File: config.mk
export PLATFORM = sky130hd
export DESIGN_NAME = riff_wave_chunk_locator_unit
export DESIGN_NICKNAME = d
export VERILOG_FILES = /design/src/design/rwcl_pkg.sv /design/src/design/riff_wave_chunk_locator_unit.sv
export VERILOG_INCLUDE_DIRS = /design/src /design/src/design
export SDC_FILE = /design/constraint.sdc
export NUM_CORES = 1
export LEC_CHECK = 0
export ABC_AREA = 1
export BUFFER_PORTS_ARGS = -buffer_cell sky130_fd_sc_hd__clkbuf_2
export CORE_ASPECT_RATIO = 2
export CORE_MARGIN = 3
export CORE_UTILIZATION = 63
export DETAILED_ROUTE_END_ITERATION = 6
export GPL_TIMING_DRIVEN = 0
export PLACE_DENSITY = 0.82
export SLEW_MARGIN = 20
export SYNTH_ARGS = -nofsm -noshare
export SYNTH_HDL_FRONTEND = slang
export SYNTH_SLANG_ARGS = --single-unit
export TNS_END_PERCENT = 50
File: constraint.sdc
create_clock -name clock -period 11.3 [get_ports clock]
set_input_delay 1.13 -clock clock [delete_from_list [all_inputs] [get_ports clock]]
set_output_delay 1.13 -clock clock [all_outputs]
set_load 0.02 [all_outputs]
File: src/design/riff_wave_chunk_locator_unit_assert.svh
// assertion macros shared by the chunk locator rtl
// needs nothing else; include inside a module body after its signals
`ifndef RIFF_WAVE_CHUNK_LOCATOR_UNIT_ASSERT_SVH
`define RIFF_WAVE_CHUNK_LOCATOR_UNIT_ASSERT_SVH

// same-cycle implication, off while reset is high
`define RWCL_ASSERT_NOW(label, clk, rst, ante, cons, msg) \
   label: assert property (@(posedge clk) disable iff (rst) (ante) |-> (cons)) \
      else $error(msg);

// next-cycle implication, off while reset is high
`define RWCL_ASSERT_NEXT(label, clk, rst, ante, cons, msg) \
   label: assert property (@(posedge clk) disable iff (rst) (ante) |=> (cons)) \
      else $error(msg);

`endif

File: src/design/rwcl_pkg.sv
// types and constants for the riff/wave chunk locator
// no dependencies; imported by riff_wave_chunk_locator_unit
package rwcl_pkg;

   typedef struct packed {
      logic [7:0] file_byte;
      logic       last_byte;
   } rwcl_req_type;

   typedef struct packed {
      logic [2:0]  status;
      logic [31:0] format_offset;
      logic [31:0] data_offset;
      logic [31:0] data_length;
   } rwcl_rsp_type;

   typedef enum logic [2:0] {
      PH_HEADER,
      PH_TAG,
      PH_LEN,
      PH_SKIP,
      PH_DONE
   } rwcl_phase_type;

   localparam logic [2:0] ST_OK        = 3'd0;
   localparam logic [2:0] ST_NOT_RIFF  = 3'd1;
   localparam logic [2:0] ST_NOT_WAVE  = 3'd2;
   localparam logic [2:0] ST_FMT_SHORT = 3'd3;
   localparam logic [2:0] ST_NOT_FOUND = 3'd4;

   // tags as gathered little-endian
   localparam logic [31:0] TAG_RIFF = 32'h4646_4952;
   localparam logic [31:0] TAG_WAVE = 32'h4556_4157;
   localparam logic [31:0] TAG_FMT  = 32'h2074_6D66;
   localparam logic [31:0] TAG_DATA = 32'h6174_6164;

   localparam logic [31:0] FMT_MIN_LEN = 32'd14;

   localparam logic [32:0] POS_RIFF_TAG  = 33'd3;
   localparam logic [32:0] POS_RIFF_LEN  = 33'd7;
   localparam logic [32:0] POS_WAVE_TAG  = 33'd11;
   localparam logic [32:0] POS_FIRST_CHK = 33'd12;
   localparam logic [32:0] HDR_FIELD_LEN = 33'd4;

endpackage

File: src/design/riff_wave_chunk_locator_unit.sv
// riff/wave chunk locator: one file byte per word, one status word per file
// depends on rwcl_pkg and riff_wave_chunk_locator_unit_assert.svh
//
//  channel | dir | handshake          | payload
//  req     | in  | req_valid/stall    | file_byte, last_byte
//  rsp     | out | rsp_valid/stall    | status, format_offset, data_offset, data_length
//  csr     | in  | csr_valid/ready    | want_format
//
// one byte per cycle while req_stall is low; a status word is registered the cycle after the byte that decides it
// the parse state updates in the accepting cycle, so bytes may follow back to back
// req_stall rises only while a status word sits in the output register under rsp_stall
// synchronous reset clears all parse state and sets want_format; csr_ready is always high
module riff_wave_chunk_locator_unit (
   input  logic                    clock,
   input  logic                    reset,
   input  logic                    req_valid,
   output logic                    req_stall,
   input  rwcl_pkg::rwcl_req_type  req_data,
   output logic                    rsp_valid,
   input  logic                    rsp_stall,
   output rwcl_pkg::rwcl_rsp_type  rsp_data,
   input  logic                    csr_valid,
   output logic                    csr_ready,
   input  logic                    csr_data
);
   import rwcl_pkg::*;

   rwcl_phase_type phase_ff, phase_in;
   logic [32:0]    pos_ff, pos_in;
   logic [31:0]    gather_ff, gather_in;
   logic [31:0]    tag_ff, tag_in;
   logic [32:0]    endm1_ff, endm1_in;
   logic [32:0]    skip_ff, skip_in;
   logic           ftaken_ff, ftaken_in;
   logic [31:0]    foff_ff, foff_in;
   logic           dtaken_ff, dtaken_in;
   logic [31:0]    doff_ff, doff_in;
   logic [31:0]    dlen_ff, dlen_in;
   logic           want_ff, want_in;
   logic           rsp_valid_ff, rsp_valid_in;
   rwcl_rsp_type   rsp_data_ff, rsp_data_in;

   logic        req_fire;
   logic        emit;
   logic [2:0]  emit_status;
   logic        chunk_done;
   logic [31:0] gather_shift;
   logic [32:0] pos_inc;
   logic [32:0] len_round;
   logic [33:0] reach;
   logic        past_end;
   logic        at_end;

   assign req_stall = rsp_valid_ff && rsp_stall;
   assign req_fire  = req_valid && !req_stall;
   assign csr_ready = 1'b1;
   assign rsp_valid = rsp_valid_ff;
   assign rsp_data  = rsp_data_ff;

   assign gather_shift = {req_data.file_byte, gather_ff[31:8]};
   assign pos_inc      = pos_ff + 33'd1;
   assign len_round    = {1'b0, gather_shift} + {32'd0, gather_shift[0]};
   // current position plus padded length, against end minus one
   assign reach        = {1'b0, pos_ff} + {2'b0, gather_shift} + {33'd0, gather_shift[0]};
   assign past_end     = reach >= {1'b0, endm1_ff};
   assign at_end       = pos_ff >= endm1_ff;

   always_comb begin
      want_in = (csr_valid && csr_ready) ? csr_data : want_ff;
   end

   always_comb begin
      phase_in     = phase_ff;
      pos_in       = pos_ff;
      gather_in    = gather_ff;
      tag_in       = tag_ff;
      endm1_in     = endm1_ff;
      skip_in      = skip_ff;
      ftaken_in    = ftaken_ff;
      foff_in      = foff_ff;
      dtaken_in    = dtaken_ff;
      doff_in      = doff_ff;
      dlen_in      = dlen_ff;
      emit         = 1'b0;
      emit_status  = ST_NOT_FOUND;
      chunk_done   = 1'b0;
      rsp_data_in  = rsp_data_ff;
      rsp_valid_in = rsp_valid_ff && rsp_stall;

      if (req_fire) begin
         if (phase_ff != PH_DONE) begin
            pos_in = pos_inc;
         end
         unique case (phase_ff)
            PH_HEADER: begin
               gather_in = gather_shift;
               if (pos_ff == POS_RIFF_TAG && gather_shift != TAG_RIFF) begin
                  emit        = 1'b1;
                  emit_status = ST_NOT_RIFF;
               end
               if (pos_ff == POS_RIFF_LEN) begin
                  endm1_in = {1'b0, gather_shift} + 33'd7;
               end
               if (pos_ff == POS_WAVE_TAG) begin
                  if (gather_shift != TAG_WAVE) begin
                     emit        = 1'b1;
                     emit_status = ST_NOT_WAVE;
                  end else if (at_end) begin
                     emit        = 1'b1;
                     emit_status = ST_NOT_FOUND;
                  end else begin
                     phase_in = PH_TAG;
                     skip_in  = HDR_FIELD_LEN;
                  end
               end
            end
            PH_TAG: begin
               gather_in = gather_shift;
               skip_in   = skip_ff - 33'd1;
               if (skip_ff == 33'd1) begin
                  tag_in   = gather_shift;
                  phase_in = PH_LEN;
                  skip_in  = HDR_FIELD_LEN;
               end
            end
            PH_LEN: begin
               gather_in = gather_shift;
               skip_in   = skip_ff - 33'd1;
               if (skip_ff == 33'd1) begin
                  if (tag_ff == TAG_FMT) begin
                     if (want_ff && !ftaken_ff) begin
                        if (gather_shift < FMT_MIN_LEN) begin
                           emit        = 1'b1;
                           emit_status = ST_FMT_SHORT;
                           chunk_done  = 1'b1;
                        end else begin
                           ftaken_in = 1'b1;
                           foff_in   = pos_inc[31:0];
                           if (dtaken_ff && dlen_ff != 32'd0) begin
                              emit        = 1'b1;
                              emit_status = ST_OK;
                              chunk_done  = 1'b1;
                           end
                        end
                     end
                  end else if (tag_ff == TAG_DATA) begin
                     if (!dtaken_ff || dlen_ff == 32'd0) begin
                        dtaken_in = 1'b1;
                        doff_in   = pos_inc[31:0];
                        dlen_in   = gather_shift;
                        if (!want_ff || ftaken_ff) begin
                           emit        = 1'b1;
                           emit_status = ST_OK;
                           chunk_done  = 1'b1;
                        end
                     end
                  end
                  if (!chunk_done) begin
                     if (past_end) begin
                        emit        = 1'b1;
                        emit_status = ST_NOT_FOUND;
                     end else if (len_round == 33'd0) begin
                        phase_in = PH_TAG;
                        skip_in  = HDR_FIELD_LEN;
                     end else begin
                        phase_in = PH_SKIP;
                        skip_in  = len_round;
                     end
                  end
               end
            end
            PH_SKIP: begin
               skip_in = skip_ff - 33'd1;
               if (skip_ff == 33'd1) begin
                  if (at_end) begin
                     emit        = 1'b1;
                     emit_status = ST_NOT_FOUND;
                  end else begin
                     phase_in = PH_TAG;
                     skip_in  = HDR_FIELD_LEN;
                  end
               end
            end
            PH_DONE: begin
            end
            default: begin
            end
         endcase

         // early end of file before any decision
         if (req_data.last_byte && !emit && phase_ff != PH_DONE) begin
            emit        = 1'b1;
            emit_status = ST_NOT_FOUND;
         end

         if (emit) begin
            phase_in                  = PH_DONE;
            rsp_valid_in              = 1'b1;
            rsp_data_in.status        = emit_status;
            rsp_data_in.format_offset = foff_in;
            rsp_data_in.data_offset   = doff_in;
            rsp_data_in.data_length   = dlen_in;
         end

         if (req_data.last_byte) begin
            phase_in  = PH_HEADER;
            pos_in    = '0;
            gather_in = '0;
            tag_in    = '0;
            endm1_in  = '0;
            skip_in   = '0;
            ftaken_in = 1'b0;
            foff_in   = '0;
            dtaken_in = 1'b0;
            doff_in   = '0;
            dlen_in   = '0;
         end
      end
   end

   always_ff @(posedge clock) begin
      if (reset) begin
         phase_ff     <= PH_HEADER;
         pos_ff       <= '0;
         gather_ff    <= '0;
         tag_ff       <= '0;
         endm1_ff     <= '0;
         skip_ff      <= '0;
         ftaken_ff    <= 1'b0;
         foff_ff      <= '0;
         dtaken_ff    <= 1'b0;
         doff_ff      <= '0;
         dlen_ff      <= '0;
         want_ff      <= 1'b1;
         rsp_valid_ff <= 1'b0;
      end else begin
         phase_ff     <= phase_in;
         pos_ff       <= pos_in;
         gather_ff    <= gather_in;
         tag_ff       <= tag_in;
         endm1_ff     <= endm1_in;
         skip_ff      <= skip_in;
         ftaken_ff    <= ftaken_in;
         foff_ff      <= foff_in;
         dtaken_ff    <= dtaken_in;
         doff_ff      <= doff_in;
         dlen_ff      <= dlen_in;
         want_ff      <= want_in;
         rsp_valid_ff <= rsp_valid_in;
      end
   end

   always_ff @(posedge clock) begin
      rsp_data_ff <= rsp_data_in;
   end

`include "riff_wave_chunk_locator_unit_assert.svh"

   `RWCL_ASSERT_NOW(a_no_emit_when_blocked, clock, reset, emit, !(rsp_valid_ff && rsp_stall), "status word produced while output register is held")
   `RWCL_ASSERT_NEXT(a_last_clears, clock, reset, req_fire && req_data.last_byte, phase_ff == PH_HEADER && pos_ff == 33'd0 && !ftaken_ff && !dtaken_ff, "parse state not cleared after last byte")
   `RWCL_ASSERT_NOW(a_chunk_after_header, clock, reset, phase_ff == PH_TAG || phase_ff == PH_LEN || phase_ff == PH_SKIP, pos_ff >= POS_FIRST_CHK, "chunk phase before file header complete")
   `RWCL_ASSERT_NOW(a_hdr_count, clock, reset, phase_ff == PH_TAG || phase_ff == PH_LEN, skip_ff != 33'd0 && skip_ff <= HDR_FIELD_LEN, "header byte count out of range")
   `RWCL_ASSERT_NEXT(a_emit_to_done, clock, reset, emit && !req_data.last_byte, phase_ff == PH_DONE && rsp_valid_ff, "decision did not reach done phase and output")

endmodule
==> results of run 1 <==
==> placed cells by master (no fill, tap or decap), types with 36 or more instances in the layout <==
cell and n:
dfxtp_1 258, nand4_1 49, nor3_1 49, inv_1 244, o21ai_1 51, ha_1 105
xor2_1 99, clkbuf_2 118, nand2_1 735, edfxtp_1 99, clkbuf_1 96, nor2_1 275
a21oi_1 327, nand3_1 111, o21ai_0 150, nor4_1 36
==> how the worst min path moves through the flow <==
stage	startpoint	end	slack, ns
4_1_cts	tag_ff[22]	tag_ff[22]	0.46
6_report	endm1_ff[26]	endm1_ff[26]	0.47
3_3_place_gp	tag_ff[22]	tag_ff[22]	0.44
2_1_floorplan	tag_ff[16]	tag_ff[16]	0.43
3_5_place_dp	endm1_ff[26]	endm1_ff[26]	0.45
5_1_grt	endm1_ff[5]	endm1_ff[5]	0.49
==> cell families after synthesis <==
family	synth area share [%]
buffers and inverters	6.94
xor gates and xnor gates	5.04
and+or+nand+nor	27.2
muxes	0.107
AOI/OAI and AO/OA	15.7
other	0.0178
DFF	38.7
adders and majority gates	6.34
==> metal layers <==
layer,share of wire [%],vias to the layer above
met1,28,10300
met2,46,1902
met4,16,0
met5,0,-
met3,9.6,876
li1,-,9997
==> stage by stage <==
stage / setup slack [ns] / util [%]
CTS: 4.27 / 70.6
global placement: 2.53 / 67.3
global route: 3.98 / 70.6
finish: 4.00 / 70.6
detailed placement: 4.30 / 67.4
floorplan: 5.01 / -
==> layout make-up <==
class,instances,area [um^2]
plain buffers,119,503
fillers,2616,9680
repair buffers,115,598
well taps,432,541
flip-flops and latches,357,8140
multi-input cells,2175,11500
clock buffers,40,840
clock inverters,18,219
inverters,256,963
==> power by group <==
part	switching [mW]	total (mW)	internal, mW
combinational	0.568	0.793	0.225
clock	0.543	1.15	0.606
sequential	0.0692	1.44	1.37
total	1.18	3.38	2.20
==> synthesized netlist by cell type, drive strengths merged (5+ instances only) <==
cell type	number
or2	24
xor2	100
nor4	38
edfxtp	99
nor2	295
nand2	745
xnor2	21
a21o	6
o21ai	202
a31oi	7
dfxtp	258
inv	252
o21a	5
nor3	55
a21oi	329
ha	105
clkbuf	94
o21bai	6
o22ai	9
nand3	112
a211oi	8
nand3b	7
buf	25
o211ai	23
a21boi	7
nand4	50
==> critical path: cells and delay by family (launching register included) <==
kind / cells / cell delay (ns)
AO/OA/AOI/OAI: 7 / 2.45
XOR/XNOR: 1 / 0.19
adder cells (fa/ha/maj): 3 / 0.78
buffers and inverters: 3 / 0.84
flip-flops: 1 / 0.68
AND/OR/NAND/NOR: 16 / 1.91
==> flip-flops by register name, summed over array words and instances (netlist names) <==
register   cells
dlen_ff       32
doff_ff       32
dtaken_ff      1
endm1_ff      33
foff_ff       32
ftaken_ff      1
gather_ff     24
phase_ff       3
pos_ff        33
rsp_data      99
rsp_valid      1
skip_ff       33
tag_ff        32
want_ff        1
==> impl_metrics.csv, run 1 <==
group,metric,value,unit
cells_and_area,syn2layout_area_growth,10.5,%
place,place_area,22200,um^2
grt,overflow,0,
grt,grt_usage,50.0,%
clock_network,cts_made_buffers,31,
clock_network,insertion_delay,0.63,ns
power_and_ir_drop,p_per_area,145,nW/um^2
clock_network,clk_pin_slew,0.09,ns
worst_setup_path,crit_type,"reg -> reg",
worst_setup_path,critPathLaunch,"gather_ff[8]",
worst_hold_path,hp-class,"reg -> reg",
synthesis,synth_enable_flop_cells,99,
clock_network,cts_resized,0,
grt,use_met3,14.5,%
worst_setup_path,required,11.59,ns
worst_setup_path,path_max_fanout,66,
worst_setup_path,cp-start-kind,"flop",
synthesis,postSynthCellCount,2907,
clock_network,clkSinkCount,357,
sta,fin_crit,7.30,ns
worst_hold_path,holdPathStages,2,
routing,totalWireLength,91.4,mm
power_and_ir_drop,p_total,3.38,mW
synthesis,avgSynthCellArea,7.24,um^2
grt,grt_pass1_wl,134,mm
floorplanning,fp.dieH,264,um
synthesis,synth_fp_nets,3028,
worst_setup_path,crit_slowest_cell,"o21ai_0",
clock_network,root_buffer,"clkbuf_16",
cells_and_area,finalNetCount,3176,
routing,viasPerCell,6.57,
sta,worst_slew_pin_slew,1.09,ns
synthesis,ys_seq_elements,357,
synthesis,synthArstFlopShare,0,%
floorplanning,core,32900,um^2
cells_and_area,fin_cells,3512,
synthesis,ys_warn_count,0,
power_and_ir_drop,p_leak,9.08,nW
sta,whs,0.471,ns
grt,busiest_layer,"met2",
worst_setup_path,path_common_cell,"nand2_1",
synthesis,synth_top_area_share,24.5,%
grt,grt_max_degree,67,
routing,drt-initial-drc-count,2792,
sta,finClkSkew,0.0193,ns
cells_and_area,design_area,23300,um^2
floorplanning,num_rows,94,
routing,ant_nets,0,
clock_network,post-cts-setup-buffers,0,
power_and_ir_drop,ir_drop,193,uV
sta,setup_violations,0,
cells_and_area,drive_above_1_share,8.64,%
worst_setup_path,cp-end-kind,"flop",
synthesis,synth_ff_type,"dfxtp_1",
place,io_buffers,114,
clock_network,holdBufCountCts,0,
worst_setup_path,critPathMaxStageDelay,0.87,ns
sta,fin_tns_setup,0,ns
grt,use_met2,82.7,%
routing,firstDrtPassIters,7,
run_status,outcome,"complete, but fails checks",
clock_network,cts_tree,"built",
place,place_inst,3454,
routing,routedWlPerCell,26.0,um
worst_setup_path,worstRegToRegCells,30,
grt,grt_antenna_before_repair,2,
flow_run,maxCapViolCount,0,
worst_setup_path,cp.arrival,7.58,ns
floorplanning,die_w,135,um
cells_and_area,diodes,0,
worst_setup_path,endpoint,"rsp_data[89]",
sta,final-max-slew-violation-count,0,
sta,slew_headroom,26.8,%
sta,rsz0062_at_grt,"false",
place,place_congestion,1.09,
sta,period_share,64.6,%
floorplanning,initial_core_util,63.9,%
routing,routed-via-count,23100,
sta,fmax,0.137,GHz
sta,final_hold_viol_count,0,
routing,drc_errors,18,
clock_network,htree_levels,1,
grt,grt_pass1_vias,23200,
synthesis,synth.area.top_cells,"dfxtp_1 25%, edfxtp_1 14%, nand2_1 13%, a21oi_1 7.8%, ha_1 6.2%",
worst_setup_path,rr_startpoint,"gather_ff[8]",
place,dp_hpwl,67.9,mm
run_status,failed_checks,"DRC",
synthesis,yosysSeqAreaShare,38.7,%
synthesis,yosysTopAreaCell,"dfxtp_1",
clock_network,ctsLongestPathBuffers,3,
floorplanning,ioPinCount,117,
floorplanning,dieArea,35800,um^2
worst_setup_path,r2r_end,"rsp_data[89]",
synthesis,syn_area,21000,um^2
synthesis,ys_types,62,
worst_setup_path,r2r_slack,4.00,ns
grt,groute.layer.met1.usage,44.2,%
(Power assumes the default switching activity.)
==> run 2: changes to the inputs <==
--- a/config.mk
+++ b/config.mk
@@ -10,10 +10,10 @@
 export BUFFER_PORTS_ARGS = -buffer_cell sky130_fd_sc_hd__clkbuf_2
 export CORE_ASPECT_RATIO = 2
 export CORE_MARGIN = 3
-export CORE_UTILIZATION = 63
+export CORE_UTILIZATION = 62
 export DETAILED_ROUTE_END_ITERATION = 6
 export GPL_TIMING_DRIVEN = 0
-export PLACE_DENSITY = 0.82
+export PLACE_DENSITY = 0.81
 export SLEW_MARGIN = 20
 export SYNTH_ARGS = -nofsm -noshare
 export SYNTH_HDL_FRONTEND = slang
==> constraint.sdc (replaced) <==
create_clock -name clock -period 7.51 [get_ports clock]
set_input_delay 0.751 -clock clock [delete_from_list [all_inputs] [get_ports clock]]
set_output_delay 0.751 -clock clock [all_outputs]
set_load 0.02 [all_outputs]
==> impl_metrics.csv, run 2 (synthesis gave the netlist of run 1 again) <==
group,metric,value,unit
clock_network,ctsLongestPathBuffers,3,
worst_setup_path,crit_slowest_cell,"dfxtp_1",
clock_network,root_buffer,"clkbuf_16",
floorplanning,num_rows,94,
run_status,outcome,"complete, but fails checks",
cells_and_area,multi_input_area,11400,um^2
run_status,failed_checks,"DRC",
grt,grt_antenna_before_repair,4,
worst_setup_path,path_max_fanout,66,
grt,grt_usage,48.3,%
place,dp_hpwl,67.0,mm
cells_and_area,largest_reg_flops,99,
grt,grt_pass1_vias,22900,
floorplanning,die_w,136,um
cells_and_area,regArea,8140,um^2
place,io_buffers,114,
routing,ant_nets,0,
cells_and_area,final_common_cell,"nand2_1",
sta,setup_violations,0,
routing,viasPerCell,6.45,
grt,grt_max_degree,67,
sta,fmax,0.140,GHz
routing,firstDrtPassIters,7,
clock_network,clkSinkCount,357,
cells_and_area,finalNetCount,3176,
worst_setup_path,cp-start-kind,"flop",
floorplanning,initial_core_util,63.5,%
power_and_ir_drop,ir_drop,234,uV
sta,final_hold_viol_count,0,
cells_and_area,fin_cells,3516,
sta,finClkSkew,0.0340,ns
sta,final-max-slew-violation-count,0,
sta,slew_headroom,22.6,%
worst_setup_path,path_common_cell,"nand2_1",
cells_and_area,final_cell_mix,"735 x nand2_1, 327 x a21oi_1, 275 x nor2_1",
worst_hold_path,hp-class,"in -> reg",
cells_and_area,syn2layout_area_growth,10.6,%
place,place_congestion,1.12,
power_and_ir_drop,p_total,5.10,mW
routing,drc_errors,2,
clock_network,cts_made_buffers,31,
cells_and_area,n_fill_cell,2672,
clock_network,htree_levels,1,
place,place_ws,0.452,ns
clock_network,cts_tree,"built",
cells_and_area,design_area,23300,um^2
worst_setup_path,crit_type,"reg -> reg",
worst_setup_path,required,7.81,ns
sta,worst_slew_pin_slew,1.16,ns
routing,routedWlPerCell,25.2,um
clock_network,post-cts-setup-buffers,0,
routing,routed-via-count,22700,
routing,totalWireLength,88.7,mm
clock_network,clk_pin_slew,0.07,ns
floorplanning,fp.dieH,267,um
worst_setup_path,cp.arrival,7.42,ns
cells_and_area,postLayoutCoreUtil,70.2,%
floorplanning,core,33200,um^2
sta,period_share,94.9,%
floorplanning,ioPinCount,117,
worst_setup_path,cp-end-kind,"flop",
place,place_area,22200,um^2
sta,fin_crit,7.13,ns
grt,grt_pass1_wl,131,mm
cells_and_area,drive_above_1_share,8.54,%
sta,layout_setup_ws,0.381,ns
power_and_ir_drop,p_leak,9.09,nW
sta,rsz0062_at_grt,"false",
grt,overflow,0,
routing,drt-initial-drc-count,2653,
worst_setup_path,critPathMaxStageDelay,0.78,ns
power_and_ir_drop,p_per_area,219,nW/um^2
flow_run,maxCapViolCount,0,
place,place_inst,3454,
clock_network,insertion_delay,0.64,ns
floorplanning,dieArea,36300,um^2
[run 2: timing repair]
action / in CTS / in global routing
hold buffers: 0 / 0
setup endpoints to repair: 0 / 6
resized for setup: 0 / 1
[run 2: critical path, delay by kind of cell (launching register included)]
kind                     cells  cell delay [ns]
XOR/XNOR                     1             0.18
buffers and inverters        3             0.85
flip-flops                   1             0.78
AO/OA/AOI/OAI                7             2.13
adder cells (fa/ha/maj)      3             0.81
AND/OR/NAND/NOR             16             1.95
[run 2: metal layers]
layer / global-route usage [%] / wire [um] / vias up
met4: 56.3 / 13700 / 0
met1: 43.3 / 25400 / 10200
met5: 0 / 0 / -
met2: 78.4 / 40800 / 1678
met3: 15.1 / 8740 / 809
li1: - / - / 10000
[run 2: final timing paths]
path,start,end,slack [ns],cells after the start
setup / recovery,gather_ff[8],rsp_data[94],0.38,30
hold / removal,csr_valid,want_ff,0.33,2
setup reg to reg,gather_ff[8],rsp_data[94],0.38,30
hold reg to reg,tag_ff[22],tag_ff[22],0.45,2
[run 2: power breakdown]
group | leakage, nW | internal, mW | switching, mW
Combinational | 5.51 | 0.338 | 0.852
Sequential | 3.05 | 2.07 | 0.102
Clock | 0.526 | 0.928 | 0.814
[run 2: cell type report]
class	instances	area share, %
Clock buffer	40	3.69
Tap cell	432	2.32
Multi-Input combinational cell	2175	49.2
Clock inverter	18	0.935
Inverter	256	4.14
Sequential cell	357	35.0
Buffer	119	2.15
Timing Repair Buffer	115	2.57
Antenna cell	4	0.0430
[run 2: metrics by stage]
| stage | hold WS [ns] | TNS (ns) |
|---|---|---|
| floorplan | 0.430 | 0 |
| global placement | 0.443 | -109.77 |
| detailed placement | 0.446 | 0 |
| CTS | 0.337 | 0 |
| global route | 0.370 | 0 |
| finish | 0.333 | 0 |
